<file path="src/rtl/core/assert_macros.svh">
// ----------------------------------------------------------------------------
// assert_macros.svh
// Assertion helpers shared by the RTL. Define ASSERT_OFF to drop them.
// ----------------------------------------------------------------------------
`ifndef ASSERT_MACROS_SVH
`define ASSERT_MACROS_SVH
`ifndef ASSERT_OFF
`define ASSERT_CLK(label, clk, rst_n, prop, msg) \
    label: assert property (@(posedge clk) disable iff (!rst_n) (prop)) else $error(msg);
`define ASSERT_NEVER(label, clk, rst_n, cond, msg) \
    label: assert property (@(posedge clk) disable iff (!rst_n) !(cond)) else $error(msg);
`else
`define ASSERT_CLK(label, clk, rst_n, prop, msg)
`define ASSERT_NEVER(label, clk, rst_n, cond, msg)
`endif
`endif

</file>
<file path="src/rtl/core/gpe_pkg.sv">
// ----------------------------------------------------------------------------
// gpe_pkg
// Shared types, constants and helpers of the population engine.
// ----------------------------------------------------------------------------
`timescale 1ns / 1ps
`default_nettype none
package gpe_pkg;
    localparam int MAX_GENES = 32;
    localparam int MAX_POP   = 32;
    localparam int WORD_W    = 32;
    localparam int IDX_W     = $clog2(MAX_POP);
    localparam int CNT_W     = 6;

    localparam logic [1:0] REQ_LOAD   = 2'd0;
    localparam logic [1:0] REQ_PAIR   = 2'd1;
    localparam logic [1:0] REQ_MUTATE = 2'd2;

    localparam logic REG_GENES = 1'b0;
    localparam logic REG_POP   = 1'b1;

    typedef enum logic [2:0] {
        CELL_HOLD,
        CELL_LOAD,
        CELL_PAIR,
        CELL_FLIP,
        CELL_SORT,
        CELL_ROT
    } t_cell_op;

    typedef struct packed {
        t_cell_op           op;
        logic [IDX_W-1:0]   sel_a;
        logic [IDX_W-1:0]   sel_b;
        logic [CNT_W-1:0]   pop;
        logic               phase;
        logic [WORD_W-1:0]  data;
        logic [WORD_W-1:0]  mask;
        logic [WORD_W-1:0]  va;
        logic [WORD_W-1:0]  vb;
    } t_cell_ctrl;

    // n low ones, saturating at a full word
    function automatic logic [WORD_W-1:0] ones(input logic [CNT_W-1:0] n);
        logic [WORD_W-1:0] r;
        if (n >= CNT_W'(WORD_W)) r = '1;
        else r = (WORD_W'(1) << n) - WORD_W'(1);
        return r;
    endfunction
endpackage
`default_nettype wire

</file>
<file path="src/rtl/core/gpe_cell.sv">
// ----------------------------------------------------------------------------
// gpe_cell
// One population slot: load, crossover, flip, odd-even sort step, rotate.
// ----------------------------------------------------------------------------
`timescale 1ns / 1ps
`default_nettype none
module gpe_cell (
    input  wire logic                       i_clk,
    input  wire logic [gpe_pkg::IDX_W-1:0]  i_index,
    input  wire gpe_pkg::t_cell_ctrl        i_ctrl,
    input  wire logic [gpe_pkg::WORD_W-1:0] i_prev,
    input  wire logic [gpe_pkg::WORD_W-1:0] i_next,
    output logic      [gpe_pkg::WORD_W-1:0] o_value
);
    import gpe_pkg::*;

    logic [WORD_W-1:0] r_value;
    logic [WORD_W-1:0] n_value;
    logic [CNT_W-1:0]  w_k;

    assign w_k = {1'b0, i_index};

    // next value by broadcast operation
    always_comb begin
        n_value = r_value;
        case (i_ctrl.op)
            CELL_LOAD: if (i_index == i_ctrl.sel_a) n_value = i_ctrl.data;
            CELL_PAIR: begin
                if (i_index == i_ctrl.sel_a)
                    n_value = (r_value & ~i_ctrl.mask) | (i_ctrl.vb & i_ctrl.mask);
                else if (i_index == i_ctrl.sel_b)
                    n_value = (r_value & ~i_ctrl.mask) | (i_ctrl.va & i_ctrl.mask);
            end
            // only slots inside the active population flip
            CELL_FLIP: if (w_k < i_ctrl.pop) n_value = r_value ^ i_ctrl.mask;
            CELL_SORT: begin
                // lower member of a pair keeps the min, upper the max
                if (i_index[0] == i_ctrl.phase && (w_k + CNT_W'(1)) < i_ctrl.pop) begin
                    if (r_value > i_next) n_value = i_next;
                end else if (i_index[0] != i_ctrl.phase && w_k != '0 && w_k < i_ctrl.pop) begin
                    if (i_prev > r_value) n_value = i_prev;
                end
            end
            CELL_ROT: begin
                if (w_k < i_ctrl.pop)
                    n_value = (w_k == i_ctrl.pop - CNT_W'(1)) ? i_ctrl.data : i_next;
            end
            default: n_value = r_value;
        endcase
    end

    always_ff @(posedge i_clk) begin
        r_value <= n_value;
    end

    assign o_value = r_value;
endmodule
`default_nettype wire

</file>
<file path="config.mk">
export PLATFORM = sky130hd
export DESIGN_NAME = gpe_cell
export DESIGN_NICKNAME = d
export VERILOG_FILES = /design/src/rtl/core/assert_macros.svh /design/src/rtl/core/gpe_pkg.sv /design/src/rtl/core/gpe_cell.sv
export SDC_FILE = /design/constraint.sdc
export NUM_CORES = 1
export LEC_CHECK = 0
export ABC_AREA = 1
export BUFFER_PORTS_ARGS = -buffer_cell sky130_fd_sc_hd__buf_2
export CELL_PAD_IN_SITES_DETAIL_PLACEMENT = 1
export CELL_PAD_IN_SITES_GLOBAL_PLACEMENT = 1
export CORE_MARGIN = 4
export CORE_UTILIZATION = 35
export CTS_CLUSTER_SIZE = 14
export DETAILED_ROUTE_END_ITERATION = 8
export GPL_TIMING_DRIVEN = 0
export PLACE_DENSITY_LB_ADDON = 0.12
export SLEW_MARGIN = 20
export SYNTH_ARGS = -nofsm -noshare
export SYNTH_HDL_FRONTEND = slang
export SYNTH_SLANG_ARGS = --single-unit
</file>
<file path="constraint.sdc">
create_clock -name i_clk -period 6.6 [get_ports i_clk]
set_clock_uncertainty 0.1 [all_clocks]
set_input_delay 1.98 -clock i_clk [delete_from_list [all_inputs] [get_ports i_clk]]
set_output_delay 1.98 -clock i_clk [all_outputs]
set_load 0.005 [all_outputs]
</file>
### Word-level counts from Yosys, hierarchy flattened

Cells that the tools add are included.

* register bits after elaboration: 32
* output and inout bits: 32
* input port bits: 218

* eq/ne operators: 17
* $lt $le $gt $ge: 4
* mux-type cells: 11
* add/sub/neg operators: 2
* reduce and logical (&&, ||, !) cells: 6
* bitwise logic cells: 7

Operators by type and width (count)
* 32-bit 2-to-1 mux: 10
* 32-bit case mux with 5 select lines: 1
* 32-bit bitwise AND: 3
* 32-bit greater-than comparator: 2
* 32-bit OR: 2
* 32-bit NOT: 1
* 32-bit XOR: 1
* 3-bit inequality test (second input constant): 4
* 5-bit == test: 2
* 8-bit AND reduction: 1
* 5-bit by 1-bit adder with 6-bit output (second input constant): 1
* 3-bit by 2-bit == test with 1-bit output (second input constant): 2
* 3-bit == test (second input constant): 2
* 5-bit by 6-bit == test with 1-bit output: 1
* 5-bit by 6-bit < comparator with 1-bit output: 1
* 6-bit < comparator: 1
* 2-bit inequality test (second input constant): 3
* 6-bit nonzero test: 1
* 6-bit by 1-bit subtractor with 6-bit output (second input constant): 1
* 5-bit nonzero test: 1
* 3-bit by 1-bit == test with 1-bit output (second input constant): 1
* 1-bit logical AND: 3
* 1-bit == test: 1
* 1-bit inequality test: 1

### Longest topological paths before layout

* depth after elaboration: 6
* mapped depth: 17
* gate-level depth less buffers: 17

### Least setup slack after synthesis

OpenSTA, ideal clock, no wires.

* path kind: input to register
* from: in i_index[0] (netlist bit)
* to: reg r_value[0], in the netlist o_value[0] (enable)
* slack: 1.984 ns
* path buffers: 2
* stages: 15
* data arrival time: 4.129 ns
* required time: 6.113 ns
* library setup time: 0.387 ns
* path through: clkbuf_2 inv_1 o31ai_1 nand2_1 inv_1 ha_1 a21oi_1 nand3b_1 nand3_1 clkbuf_1 a21oi_1 nand2_1 nand3_1 nand2_1 inv_1

* word-level cells in the longest chain between the ends: 5

RTL lines
* start, declared: RTL line gpe_cell.sv:9 `input wire logic [gpe_pkg::IDX_W-1:0] i_index,`
* 5-bit by 1-bit adder with 6-bit output, or another cell as far along: RTL line gpe_cell.sv:38 `if (i_index[0] == i_ctrl.phase && (w_k + CNT_W'(1)) < i_ctrl.pop) begin`
* 6-bit < comparator or 1-bit logical AND (tied branches): RTL line gpe_cell.sv:38, gpe_cell.sv:40
* 1-bit logical AND, on equally long branches: RTL line gpe_cell.sv:38, gpe_cell.sv:40
* 3-bit inequality test (no source line)
* 8-bit AND reduction (no source line) *
* end signal, assigned: RTL line gpe_cell.sv:53 `r_value <= n_value;`
* end, declared: RTL line gpe_cell.sv:17 `logic [WORD_W-1:0] r_value;`

Every way passes the cells marked *; elsewhere a longest branch is shown, timed or not.
A chain may end at the register's enable or synchronous reset.

### Final worst setup path

* from: in i_index[0] (netlist bit)
* to: reg r_value[13], in the netlist o_value[13] (enable)

Same word-level chain as after synthesis.

==> qor.csv <==
stage;metric;value;unit
detailed_routing;avgRoutedWirePerCell;16.3;um
setup_path;start_kind;input pin;
power;p_total;0.00108;W
die;die_area;0.0204;mm^2
global_routing;grt_overflow;0;
placed_design;gp_congestion;0.860;
global_routing;grt_first_pass_wirelength;40900;um
setup_path;cp-startpoint;i_index[0];
detailed_routing;postRouteAntennaNets;0;
detailed_routing;drt_wl_total;26800;um
die;ios;250;
timing;rsz0062_at_grt;false;
setup_path;regToRegEndpoint;o_value[13];
clocking;cts_repair_resize_count;0;
power;p_leak;5.00;nW
setup_path;rr_worst_depth;14;
setup_path;crit_required;6.50;ns
finish;drive_above_1_share;20.4;%
finish;nets;1703;
timing;worstMarginPinSlew;0.719;ns
setup_path;critical_path.most_common_cell;nand2_1;
min_path;min_path_type;flip-flop to flip-flop;
synthesis;post_synth_main_area_contributors;nand2_1 (28%), ha_1 (15%), edfxtp_1 (15%);
timing;finalSetupTns;0;ns
synthesis;synthXorXnorAreaFrac;2.00;%
detailed_routing;drt_iter0_drc;200;
timing;finalHoldViolations;0;
setup_path;rrSetupSlack;3.81;ns
synthesis;ys_seq_elements;32;
die;die_x;143;um
timing;setup_viol_count_final;0;
synthesis;synth_top_area_cell;nand2_1;
timing;max_clock_freq;207;MHz
setup_path;cp_max_fo;17;
synthesis;muxShareOfSynthArea;0;%
detailed_routing;vias;8036;
clocking;cts_tree;yes;
synthesis;synth_edf_count;32;
synthesis;synth.avg_cell_area;5.54;um^2
global_routing;globalRouteTotalUtil;25.4;%
setup_path;cp_slowest_cell;inv_2;
clocking;h-tree-depth;2;
synthesis;synthFlopType;edfxtp_1;
synthesis;syn-num-nets;1446;
setup_path;rr_startpoint;o_value[15];
global_routing;grt_pass1_vias;8118;
clocking;clk_pin_slew;0.06;ns
clocking;cts_buffer_depth;2;
synthesis;synth_cells;1150;
die;die_h;143;um
power;vdd_ir_drop_max;136;uV
timing;slew_violations;0;
global_routing;antenna_found_initial;2;
setup_path;crit_path_end_kind;flip-flop;
setup_path;worstSetupPathType;input pin to flip-flop;
min_path;holdCritStartpoint;o_value[0];
setup_path;path_cells;buf_2 > clkbuf_2 > inv_1 > o31ai_1 > nand2_1 > inv_1 > ha_1 > a21oi_1 > nand3b_1 > nand3_1 > clkbuf_1 > a21oi_1 > nand2_1 > nand3_1 > nand2_1 > inv_2 > buf_16;
clocking;holdBufCountCts;0;
synthesis;yosysTopAreaCellShare;27.9;%
die;initial_core_util;35.5;%
detailed_routing;dr.pass1.iters;5;
job;cap_violations;0;
detailed_routing;drc;0;
synthesis;synth_area;0.00637;mm^2
timing;min_period;4.82;ns
finish;syn2layout_area_growth;26.7;%
setup_path;arrival;4.72;ns
detailed_routing;drt-vias-per-instance;4.90;
synthesis;synth_top_family_by_area;simple AND/OR/NAND/NOR gates;
min_path;min_to;o_value[0];
power;power_density;134;mW/mm^2
setup_path;slowest_delay;0.38;ns
finish;largest_reg_flops;32;
synthesis;synthAdderAreaFrac;15.3;%
placed_design;hpwl;21600;um
synthesis;ys_seq_area_share;15.1;%
run_status;outcome;finished clean;
die;rows;49;
synthesis;async_flop_share;0;%
die;core_area;0.0180;mm^2
min_path;hold_depth;4;
clocking;cts_made_buffers;5;
timing;finalCritPeriodShare;73.0;%
synthesis;yosys.area_share.simple;40.4;%
synthesis;synth_cell_types;32;
placed_design;io_buffers;249;
synthesis;yosysWarnings;0;
setup_path;crit_buf_inv;7;
finish;fillers;2672;
setup_path;critical_path.top_delay_family;buffers and inverters;
global_routing;grt_max_degree;18;
timing;relSlewSlack;52.1;%
clocking;cts_sinks;32;
clocking;root_buffer;clkbuf_16;
synthesis;synth_compound_area_share;11.6;%
clocking;insertion_delay;0.29;ns
clocking;post_cts_buffers;0;
## cell families (layout without fill, tap and decap cells)
family,Yosys count,count (layout)
simple gates,642,642
buf+inv,241,498
compound gates,144,144
fa+ha+maj,78,78
flops,32,32
xor+xnor,13,13
other cells,0,4
## worst min-delay path, stage by stage (launching register included)
cell      delay [ns]
edfxtp_1        0.36
inv_1           0.08
nand2_1         0.07
nand2_1         0.05
nand3_1         0.07
## layer usage
metal | GRT usage, % | vias to the layer above | part of all wire (%)
li1 | - | 4107 | -
met1 | 30.4 | 3711 | 43
met2 | 47.4 | 190 | 51
met3 | 3.42 | 28 | 4.5
met4 | 6.80 | 0 | 1.5
met5 | 0 | - | 0
## worst max-delay path by stage
| stage | to | slack [ns] | cells past startpoint |
|---|---|---|---|
| after global placement | o_value[14] | 0.82 | 16 |
| after CTS | o_value[15] | 1.76 | 17 |
| after global routing | o_value[13] | 1.46 | 17 |
| final | o_value[13] | 1.78 | 17 |
| after detailed placement | o_value[15] | 1.44 | 16 |
| after floorplan | o_value[0] | 1.98 | 15 |
## synthesized netlist by cell type (2+ instances only)
cell type,count
edfxtp_1,32
nor2_1,73
o21ai_0,93
buf_6,6
buf_4,8
buf_2,7
nand2_1,473
o21a_1,3
clkbuf_2,4
clkbuf_1,16
nand3_1,77
a21oi_1,33
ha_1,78
nand4_1,11
inv_1,199
xnor2_1,4
nand3b_1,2
xor2_1,8
o21ai_1,10
## area by class of cell
| type | count | area, um^2 | share of cell area [%] |
|---|---|---|---|
| timing repair buffer | 250 | 1270 | 15.8 |
| sequential | 32 | 961 | 11.9 |
| inverter | 200 | 751 | 9.29 |
| tap | 229 | 287 | 3.55 |
| multi-input combinational | 877 | 4420 | 54.7 |
| clock buffer | 6 | 129 | 1.60 |
| antenna | 4 | 10.0 | 0.124 |
| buffer | 41 | 243 | 3.00 |
| clock inverter | 1 | 5.00 | 0.0619 |
## power by group
part	total [W]	internal (W)	switching, W	leakage (nW)
sequential	0.000284	0.000262	0.0000228	0.310
combinational	0.000550	0.000215	0.000335	4.62
clock	0.000246	0.000138	0.000108	0.0667
## cell usage in the layout (no fill, tap or decap), drive strengths merged
cell / netlist / routed
nand2: 474 / 474
buf: 21 / 271
inv: 200 / 200
o21ai: 103 / 103
ha: 78 / 78
nand3: 77 / 77
nor2: 74 / 74
a21oi: 33 / 33
edfxtp: 32 / 32
clkbuf: 20 / 26
nand4: 11 / 11
xor2: 8 / 8
diode: 0 / 4
xnor2: 4 / 4
o21a: 3 / 3
nand3b: 2 / 2
nor3: 2 / 2
o31ai: 1 / 1
xnor3: 1 / 1
nor3b: 1 / 1
o21bai: 1 / 1
o211ai: 1 / 1
nor4: 1 / 1
a21o: 1 / 1
o221ai: 1 / 1
clkinv: 0 / 1
## stage by stage
step | setup slack [ns] | area [um^2] | hold slack, ns | instances | util (%)
finish | 1.78 | 8080 | 0.622 | 1640 | 45.0
floorplan | 1.98 | 6370 | 0.590 | 1150 | -
global placement | 0.825 | 7910 | 0.606 | 1628 | 44.0
CTS | 1.76 | 8070 | 0.627 | 1636 | 44.9
global route | 1.46 | 8070 | 0.697 | 1638 | 44.9
detailed placement | 1.44 | 7940 | 0.610 | 1629 | 44.2
No activity file was read; power rests on OpenSTA's default activity.
